--- config.mk ---
export PLATFORM = sky130hd
export DESIGN_NAME = slt_ram
export DESIGN_NICKNAME = d
export VERILOG_FILES = /design/src/hw/rtl/slt_ram.sv
export SDC_FILE = /design/constraint.sdc
export NUM_CORES = 1
export LEC_CHECK = 0
export ABC_AREA = 0
export BUFFER_PORTS_ARGS = -buffer_cell sky130_fd_sc_hd__buf_4
export CAP_MARGIN = 20
export CORE_MARGIN = 2
export CORE_UTILIZATION = 45
export DETAILED_ROUTE_END_ITERATION = 10
export PLACE_DENSITY_LB_ADDON = 0.3
export SLEW_MARGIN = 10
export SYNTH_ARGS = -nofsm -noshare
export SYNTH_HDL_FRONTEND = slang
export SYNTH_SLANG_ARGS = --single-unit
--- constraint.sdc ---
create_clock -name clk -period 3 [get_ports clk]
set_clock_uncertainty 0.05 [all_clocks]
set_input_delay 0.15 -clock clk [delete_from_list [all_inputs] [get_ports clk]]
set_output_delay 0.15 -clock clk [all_outputs]
set_load 0.02 [all_outputs]
--- src/hw/rtl/slt_ram.sv ---
// Generic single-write, single-read RAM with registered read data.
// No package dependency; width and depth come from parameters.
`default_nettype none

module slt_ram #(
	parameter int WIDTH = 8,
	parameter int DEPTH = 63,
	localparam int AW   = (DEPTH > 1) ? $clog2(DEPTH) : 1
) (
	input  wire logic             clk,
	input  wire logic             wr_en,
	input  wire logic [AW-1:0]    wr_addr,
	input  wire logic [WIDTH-1:0] wr_data,
	input  wire logic [AW-1:0]    rd_addr,
	output logic      [WIDTH-1:0] rd_data
);

	logic [WIDTH-1:0] mem [DEPTH];

	// write port and read-first registered read
	always_ff @(posedge clk) begin
		if (wr_en) begin
			mem[wr_addr] <= wr_data;
		end
		rd_data <= mem[rd_addr];
	end

endmodule

`default_nettype wire

# Word-level counts from Yosys, hierarchy flattened
# Memories as Yosys holds them, arrays and structs flattened. A register that Yosys moved wholly into a read port is not among the register bits.
# Index checks and enable logic that the tools add are counted.
# totals
output_inout_bits	8
word_cells	3
mem_count	1
ramBits	504
ff_bits	0
# classes
muxes	2
# mem_list
memory	depth	width	rd	rd_ports_with_merged_regs	wr	line	source
mem	63	8	1	1	1	18	logic [WIDTH-1:0] mem [DEPTH];
# ops
op	n
two-way mux 1 bit	2

# Depth between registers and ports, before layout
# Gate-level depths: netlist of the first run.
# logic_depth
depth_word	2
mapped_depth	9

# Worst setup path before layout of the first run
# OpenSTA, ideal clock, no wires.
# synth_timing
path_type	input -> register
start	input wr_addr[4]
end	memory mem[32][0] (enable)
path_stages	4
required_time_ns	2.567
setup_ns	0.383
slack_ns	1.175
t_arrival_ns	1.392
cell_sequence	clkbuf_1 > nor4bb_1 > nand2b_1 > nor3_1
# synth_lines
element	line	source
start, declared	12	input wire logic [AW-1:0] wr_addr,
end, declared	18	
# Straight into the memory's write port.

==> results of run 1 <==
## final cells by class
cell class / instances / area (um^2) / area share (%)
Timing Repair Buffer: 108 / 882.1 / 3.854
Clock buffer: 59 / 1370 / 5.985
Clock inverter: 36 / 385.4 / 1.684
Tap cell: 585 / 732.0 / 3.198
Sequential cell: 512 / 15290 / 66.82
Multi-Input combinational cell: 385 / 4227 / 18.46
## registers in the layout, indices dropped and copies added (netlist names)
name	count
mem	504
rd_data	8
## placed cells by master (no fill, tap or decap), drive strengths merged, types with 3 or more instances in the layout
| cell | count |
|---|---|
| mux2 | 6 |
| o211ai | 6 |
| a22oi | 14 |
| clkinv | 24 |
| clkbuf | 60 |
| a22o | 11 |
| nor3 | 6 |
| clkinvlp | 4 |
| o22ai | 5 |
| nand2 | 30 |
| nand4 | 3 |
| o311ai | 6 |
| bufinv | 7 |
| mux2i | 26 |
| o21ai | 13 |
| a221oi | 5 |
| nor2b | 10 |
| a31oi | 4 |
| o221a | 4 |
| a21oi | 9 |
| edfxtp | 504 |
| mux4 | 115 |
| nand3b | 6 |
| nand3 | 16 |
| dfxtp | 8 |
| nand2b | 5 |
| nor2 | 71 |
| buf | 106 |
## through the flow
step | std cells | power (W) | area, um^2 | setup slack, ps
after global routing | 1685 | 0.01574 | 22890 | 804.4
after detailed placement | 1589 | 0.008866 | 21130 | 575.5
after global placement | 1589 | 0.008853 | 21130 | 577.9
final | 1685 | 0.01531 | 22890 | 854.6
after floorplan | 949 | 0.008514 | 19810 | 1175
after CTS | 1685 | 0.01544 | 22890 | 892.1
## cell usage after synthesis (4+ instances only)
cell type,number
o21ai_0,10
a22o_1,11
buf_2,9
nor2b_1,10
dfxtp_1,8
a22oi_1,14
buf_4,6
nand2_1,30
a221oi_1,5
nand3_1,16
a21oi_1,9
buf_6,6
mux2i_1,26
mux4_2,115
clkbuf_1,29
edfxtp_1,504
nor2_1,71
nor3_1,6
o221a_2,4
mux2_2,6
nand3b_1,6
nand2b_1,5
a31oi_1,4
o211ai_1,6
o22ai_1,5
## report_power, final
part           switching (W)  leakage (nW)  internal, W  total (W)
combinational       0.000472          1.86     0.000292   0.000765
sequential         0.0000236          4.60      0.00792    0.00794
clock                0.00271         0.858      0.00389    0.00660
## critical path: cells and delay by family (launching register included)
family | cells | cell delay [ps]
compound gates | 3 | 900
mux | 1 | 470
flops | 1 | 360
simple gates | 1 | 240
## cells by family after synthesis
kind of cell | Yosys count
flops | 512
mux | 147
simple gates | 156
compound gates | 82
buf+inv | 52
## path summary, 6_finish.rpt
kind / cells after the start / startpoint / to
worst max-delay path: 5 / mem[23][1]$_DFFE_PP_ / rd_data[1]$_DFF_P_
worst min-delay path: 1 / wr_data[6] / mem[3][6]$_DFFE_PP_
worst max register to register: 5 / mem[23][1]$_DFFE_PP_ / rd_data[1]$_DFF_P_
worst min register to register: 4 / mem[62][1]$_DFFE_PP_ / rd_data[1]$_DFF_P_
## routing by layer
| metal | part of all wire [%] | vias up |
|---|---|---|
| li1 | - | 4168 |
| met1 | 44 | 5220 |
| met2 | 48 | 324 |
| met3 | 6.3 | 58 |
| met4 | 2.2 | 2 |
| met5 | 0.029 | - |
==> flow_summary_export.csv, run 1 <==
group,metric,value,unit
timing,finalSetupViolCount,0,
clocking,cts.sinks,512,
yosys,ys_types,41,
timing,hold_violations,0,
die,io_pins,30,
timing,fmax,0.4661,GHz
layout,diodes,0,
yosys,yosysWarnings,0,
layout,utilization,52.91,%
timing,fin_setup_tns,0,ps
route,first_pass_iters,5,
clocking,cts-resized-gates,0,
global_routing,top_usage_layer,"met2",
die,die_width,213.8,um
route,drc,0,
yosys,synth.area.top_cells,"edfxtp_1, mux4_2, nor2_1",
clocking,ctsHoldBuffers,1,
clocking,clockBufferDepth,3,
yosys,synthAdderAreaFrac,0,%
critical_path,worstPathCellList,"mux4_2, a221oi_1, o21ai_0, nand3_1, o311ai_1",
layout,area_delta_synth_final,15.57,%
layout,nNetsFinal,1081,
layout,nFillCells,3407,
route,via_per_inst,5.799,
critical_path,cp.required,3420,ps
yosys,synth-main-ff-cell,"edfxtp_1",
clocking,cts_htree_levels,2,
global_routing,grt_max_degree,64,
timing,worst_pin_slew,843.1,ps
yosys,synth_area_per_cell,20.87,um^2
yosys,syn_area,19810,um^2
timing,maxSlewViolCount,0,
route,postRouteAntennaNets,0,
yosys,synthMuxAreaShare,14.73,%
pwr,vdd_drop_max,467.8,uV
global_routing,grt_pass1_wl,66.10,mm
timing,rsz0062_at_grt,"no",
place,portBuffers,29,
pwr,power.density,668.7,nW/um^2
die,start_util,45.78,%
yosys,synth_edf_count,504,
die,rows,76,
route,num_vias,9772,
yosys,ys_seq_area_share,77.22,%
yosys,synth-seq-cells,512,
global_routing,met3_usage,3.354,%
route,initialDrtViolationCount,925,
clocking,insertion_delay,600,ps
critical_path,regToRegSetupSlack,850,ps
critical_path,worst-setup-path-type,"register to register",
yosys,synth_largest_area_cell,"edfxtp_1",
yosys,synth_nets,971,
timing,slew_headroom,43.58,%
clocking,clockRootBuffer,"clkbuf_16",
die,die_area,45710,um^2
critical_path,cp-start-kind,"register",
flow_run,cap_violations,0,
critical_path,arrival,2560,ps
worst_hold_path,min_path_type,"input port to register",
critical_path,cpMaxStageDelayCell,"a221oi_1",
timing,hold_ws,73.80,ps
critical_path,critical_path.max_fanout,1,
yosys,synthCells,949,
global_routing,met2_usage,31.64,%
global_routing,grt_remaining_overflow,0,
timing,period_needed,2145,ps
global_routing,grt_pass1_vias,9981,
die,die_h,213.8,um
yosys,synth-async-reset-ratio,0,%
pwr,p_leak,7.324,nW
run_status,status,"finished clean",
layout,drive_gt1_share,28.82,%
clocking,cts.clk_slew.worst_paths,60,ps
route,wl_per_cell,26.27,um
global_routing,use_met1,29.55,%
critical_path,cpPeakStageDelay,490,ps
timing,fin_crit_sh,71.51,%
clocking,cts_tree,"done",
clocking,post_cts_buffers,0,
global_routing,track_usage,20.19,%
place,hpwlAfterDp,26.33,mm
yosys,synth_top_area_share,76.41,%
place,gp_congestion,0.8111,
yosys,synth_compound_area_share,3.020,%
yosys,synth_top_family_by_area,"multiplexers",
die,coreArea,43270,um^2
yosys,synth-simple-area-share,3.588,%
clocking,cts_buffers,52,
critical_path,end_kind,"register",
global_routing,antenna_found_initial,1,
yosys,synthXorXnorAreaFrac,0,%
route,drt_wl_total,44.26,mm
Power figures use the tool's default switching activity.
==> run 2: changes to the inputs <==
clock period = 2.1 ns   (was 3 ns; I/O delays follow)
==> run 2 against run 1 <==
  * Sequential power up 42%
  * Design area up 1.2%
  * Clock power up 32%
  * First-iteration DRC count up 17%
  * Via count up 0.90%
  * Worst setup slack worse by 750 ps
  * Sequential share of layout area down 0.77 points
  * Flip-flop and latch count unchanged
  * Largest cell class unchanged
==> flow_summary_export.csv, run 2 (synthesis gave the netlist of run 1 again) <==
group,metric,value,unit
critical_path,critical_path.max_fanout,1,
timing,rsz0062_at_grt,"no",
timing,final.setup.worst_slack,100.2,ps
route,first_pass_iters,5,
clocking,cts_htree_levels,2,
timing,fmax,0.5000,GHz
timing,hold_violations,0,
layout,diodes,0,
pwr,p_leak,7.487,nW
worst_hold_path,min_path_type,"input port to register",
route,drt_wl_total,43.35,mm
pwr,power.density,916.8,nW/um^2
pwr,vdd_drop_max,899.6,uV
layout,biggestRegsByFlops,"mem x504, rd_data x8",
pwr,comb_power_share,5.4,%
layout,regMostFlops,"mem",
pwr,seqPwrFrac,53.4,%
route,num_vias,9860,
die,die_area,45710,um^2
place,portBuffers,29,
layout,nFillCells,3351,
layout,nNetsFinal,1124,
global_routing,grt_remaining_overflow,0,
pwr,clockPowerShare,41.1,%
global_routing,antenna_found_initial,0,
route,initialDrtViolationCount,1079,
pwr,p_switching,0.004392,W
clocking,cts.sinks,512,
layout,drive_gt1_share,30.62,%
die,die_h,213.8,um
clocking,post_cts_buffers,0,
die,die_width,213.8,um
die,coreArea,43270,um^2
layout,regArea,15290,um^2
clocking,clockRootBuffer,"clkbuf_16",
clocking,cts_buffers,50,
global_routing,grt_pass1_vias,10079,
global_routing,grt_max_degree,64,
critical_path,arrival,2390,ps
timing,slew_headroom,38.75,%
global_routing,track_usage,19.80,%
global_routing,grt_pass1_wl,65.22,mm
layout,largest_reg_flops,504,
layout,final_common_cell,"edfxtp_1",
die,io_pins,30,
place,place_ws,-126.6,ps
critical_path,cp.required,2490,ps
run_status,status,"finished clean",
layout,multiInputGateArea,4227,um^2
clocking,insertion_delay,580,ps
timing,fin_crit_sh,95.23,%
die,start_util,45.78,%
place,hpwlAfterDp,27.19,mm
clocking,clockBufferDepth,3,
timing,period_needed,2000,ps
critical_path,worst-setup-path-type,"register to register",
pwr,p_int,0.01684,W
pwr,sw_frac_of_total,20.69,%
place,gp_congestion,0.7811,
clocking,cts.clk_slew.worst_paths,60,ps
flow_run,cap_violations,0,
place,dp.cells,1634,
timing,maxSlewViolCount,0,
layout,area_delta_synth_final,16.91,%
route,postRouteAntennaNets,0,
clocking,cts_tree,"done",
layout,layout_common_cells,"edfxtp_1, buf_4, mux4_2",
critical_path,cp-start-kind,"register",
critical_path,end_kind,"register",
layout,layout.cells.non_filler,1728,
route,wl_per_cell,25.08,um
route,drc,0,
route,via_per_inst,5.706,
timing,finalSetupViolCount,0,
timing,worst_pin_slew,915.4,ps
die,rows,76,
[run 2: final cells by class]
cell class                      count  share of cell area [%]
Sequential cell                   512                   66.05
Multi-Input combinational cell    385                   18.25
Clock buffer                       56                   5.592
Timing Repair Buffer              153                   5.592
Tap cell                          585                   3.161
Clock inverter                     37                   1.351
[run 2: power by group through the flow]
stage / sequential, W / combinational [W] / clock [W]
final: 0.0113 / 0.00115 / 0.00873
after global placement: 0.0116 / 0.00115 / 0
after CTS: 0.0113 / 0.00117 / 0.00892
after detailed placement: 0.0116 / 0.00117 / 0
after global routing: 0.0113 / 0.00124 / 0.00928
after floorplan: 0.0116 / 0.000591 / 0
[run 2: worst max-delay path, cell delays in order (launching register included)]
cell and delay (ps):
edfxtp_1 360, mux4_2 470, a221oi_1 310, buf_4 160, o21ai_0 70, buf_4 150
nand3_1 140, o311ai_1 140
[run 2: repair_timing]
action	4_1_cts	5_1_grt
hold endpoints to repair	5	0
hold buffers	1	0
setup endpoints to repair	0	0
resized for setup	0	0
[run 2: final timing paths]
path / from / to / slack, ps / depth (start not counted)
hold reg to reg: mem[62][4]$_DFFE_PP_ / rd_data[4]$_DFF_P_ / 760 / 4
setup reg to reg: mem[23][1]$_DFFE_PP_ / rd_data[1]$_DFF_P_ / 100 / 7
hold / removal: wr_data[3] / mem[1][3]$_DFFE_PP_ / 30 / 1
setup / recovery: mem[23][1]$_DFFE_PP_ / rd_data[1]$_DFF_P_ / 100 / 7
[run 2: per-layer routing]
layer | up-vias | GRT usage (%) | part of all wire, %
met5 | - | 0 | 0
met4 | 0 | 6.681 | 2.6
met3 | 67 | 2.724 | 5.0
met2 | 291 | 31.42 | 48
met1 | 5245 | 28.65 | 44
li1 | 4257 | - | -
[run 2: per-stage QoR]
stage          power [W]  utilization (%)  hold slack (ps)  area [um^2]  setup TNS [ps]
2_1_floorplan    0.01216                -            153.9        19810               0
5_1_grt          0.02186            53.52            53.64        23160               0
4_1_cts          0.02143            53.52            26.55        23160               0
3_5_place_dp     0.01273            49.78            474.5        21540          -544.8
3_3_place_gp     0.01271            49.78            470.7        21540          -521.4
6_report         0.02123            53.52            29.19        23160               0
==> run 3: changes to the inputs <==
CORE_MARGIN = 4   (was 2)
PLACE_DENSITY_LB_ADDON = not set   (was 0.3)
==> run 3 against run 2 <==
  * Via count decreased by 1.1%
  * Design area grew 0.39%
  * Sequential power about the same
  * Worst hold slack lost 8.0 ps
  * Maximum frequency grew 0.68%
  * Sequential share of layout area is 0.26 points lower
  * Worst setup slack better by 14 ps
  * First-iteration DRC count is 18% lower
  * Die area increased by 3.8%
  * Clock power rose by 4.5%
  * Non-clock buffer count is 3 lower
==> flow_summary_export.csv, run 3 (synthesis gave the netlist of run 1 again) <==
group,metric,value,unit
place,place_area,21520,um^2
global_routing,use_met1,27.48,%
route,num_vias,9756,
critical_path,end_kind,"register",
critical_path,worst-setup-path-type,"register to register",
layout,biggestRegsByFlops,"mem x504, rd_data x8",
global_routing,grt_pass1_wl,66.52,mm
clocking,clockRootBuffer,"clkbuf_16",
timing,hold_ws,21.16,ps
global_routing,antenna_found_initial,1,
pwr,p_leak,7.542,nW
critical_path,arrival,2390,ps
layout,nFillCells,3336,
pwr,vdd_drop_max,762.5,uV
die,die_width,217.8,um
critical_path,regToRegSetupSlack,110,ps
global_routing,grt_pass1_vias,10094,
route,drc,0,
timing,rsz0062_at_grt,"no",
die,die_h,217.8,um
route,postRouteAntennaNets,0,
clocking,cts.sinks,512,
timing,period_needed,1986,ps
critical_path,critical_path.max_fanout,1,
timing,fin_crit_sh,94.58,%
worst_hold_path,holdPathStages,1,
clocking,cts.clk_slew.worst_paths,60,ps
timing,slew_headroom,36.55,%
layout,largest_reg_flops,504,
layout,nNetsFinal,1122,
critical_path,cpMaxStageDelayCell,"mux4_2",
clocking,post_cts_buffers,0,
layout,final_common_cell,"edfxtp_1",
timing,worst_pin_slew,948.3,ps
global_routing,grt_remaining_overflow,0,
global_routing,met2_usage,30.06,%
critical_path,crit_family,"compound AO/OA/AOI/OAI gates",
global_routing,grt_max_degree,64,
route,first_pass_iters,5,
critical_path,rr_worst_depth,5,
die,start_util,45.78,%
global_routing,met3_usage,4.138,%
clocking,insertion_delay,600,ps
pwr,power.density,930.5,nW/um^2
worst_hold_path,min-delay-start,"wr_data[0]",
layout,stdcell_area,23250,um^2
route,via_per_inst,5.649,
die,die_area,47430,um^2
critical_path,worst-path-stages,5,
layout,regMostFlops,"mem",
critical_path,worstPathCellList,"mux4_2, a221oi_1, o21ai_1, nand3_1, o311ai_1",
clocking,cts_tree,"done",
timing,fmax,0.5035,GHz
worst_hold_path,min_to,"mem[24][0]$_DFFE_PP_",
critical_path,cp-start-kind,"register",
layout,diodes,0,
route,wl_per_cell,25.72,um
clocking,cts_htree_levels,2,
global_routing,track_usage,19.12,%
timing,finalSetupViolCount,0,
clocking,clockBufferDepth,3,
route,drt_wl_total,44.42,mm
clocking,cts_buffers,51,
timing,hold_violations,0,
worst_hold_path,min_path_type,"input port to register",
critical_path,r2r-end,"rd_data[4]$_DFF_P_",
layout,multiInputGateArea,4233,um^2
critical_path,cp.required,2510,ps
critical_path,crit_buf_inv,0,
flow_run,cap_violations,0,
die,coreArea,43270,um^2
place,hpwlAfterDp,27.81,mm
layout,area_delta_synth_final,17.37,%
route,initialDrtViolationCount,886,
die,rows,76,
place,portBuffers,29,
die,io_pins,30,
run_status,status,"finished clean",
layout,drive_gt1_share,30.30,%
timing,maxSlewViolCount,0,
layout,regArea,15290,um^2
critical_path,cpPeakStageDelay,470,ps
global_routing,top_usage_layer,"met2",
layout,layout_common_cells,"edfxtp_1, buf_4, mux4_2",
place,gp_congestion,0.7846,
critical_path,r2r-start,"mem[22][4]$_DFFE_PP_",
==> run 3: cell count changes in the layout (fill, tap and decap cells not counted), sizes merged <==
| cell | delta |
|---|---|
| bufinv | +2 |
| clkinvlp | -4 |
| buf | -6 |
| dlygate4sd3 | +3 |
| clkbuf | +4 |
==> run 3: what timing repair did <==
action,4_1_cts,5_1_grt
hold buffers,4,0
hold endpoints to repair,20,0
resized for setup,0,2
setup endpoints to repair,0,2
==> run 3: layer usage <==
metal	wire [um]	share of wire [%]
met2	21240	48
met4	975	2.2
met3	2940	6.6
met1	19260	43
met5	7	0.016
==> run 3: metrics by stage <==
step | util [%] | TNS [ps] | setup WS (ps) | total power [W] | std cells
2_1_floorplan | - | 0 | 319.9 | 0.01216 | 949
5_1_grt | 53.73 | 0 | 17.97 | 0.02232 | 1727
6_report | 53.73 | 0 | 113.7 | 0.02163 | 1727
3_5_place_dp | 49.73 | -130.8 | -62.21 | 0.01274 | 1628
4_1_cts | 53.72 | 0 | 29.38 | 0.02182 | 1727
3_3_place_gp | 49.73 | -96.98 | -65.32 | 0.01273 | 1628
==> run 3: report_power, final <==
group / switching (W) / leakage [nW] / internal, W / total [W]
logic: 0.000696 / 2.12 / 0.000470 / 0.00117
registers: 0.0000332 / 4.60 / 0.0113 / 0.0113
clock network: 0.00378 / 0.823 / 0.00534 / 0.00912
==> run 3: how the worst max path moves through the flow <==
stage | from | to
after floorplan | wr_addr[4] | mem[32][0]$_DFFE_PP_
final | mem[22][4]$_DFFE_PP_ | rd_data[4]$_DFF_P_
after detailed placement | rd_addr[0] | rd_data[2]$_DFF_P_
after CTS | mem[6][3]$_DFFE_PP_ | rd_data[3]$_DFF_P_
after global routing | mem[7][2]$_DFFE_PP_ | rd_data[2]$_DFF_P_
after global placement | rd_addr[0] | rd_data[3]$_DFF_P_
==> run 3: cell type report <==
class	instances	area share [%]
clock buffer	60	5.635
clock inverter	35	1.604
multi-input combinational	385	18.21
sequential	512	65.79
tap	585	3.149
timing repair buffer	150	5.614
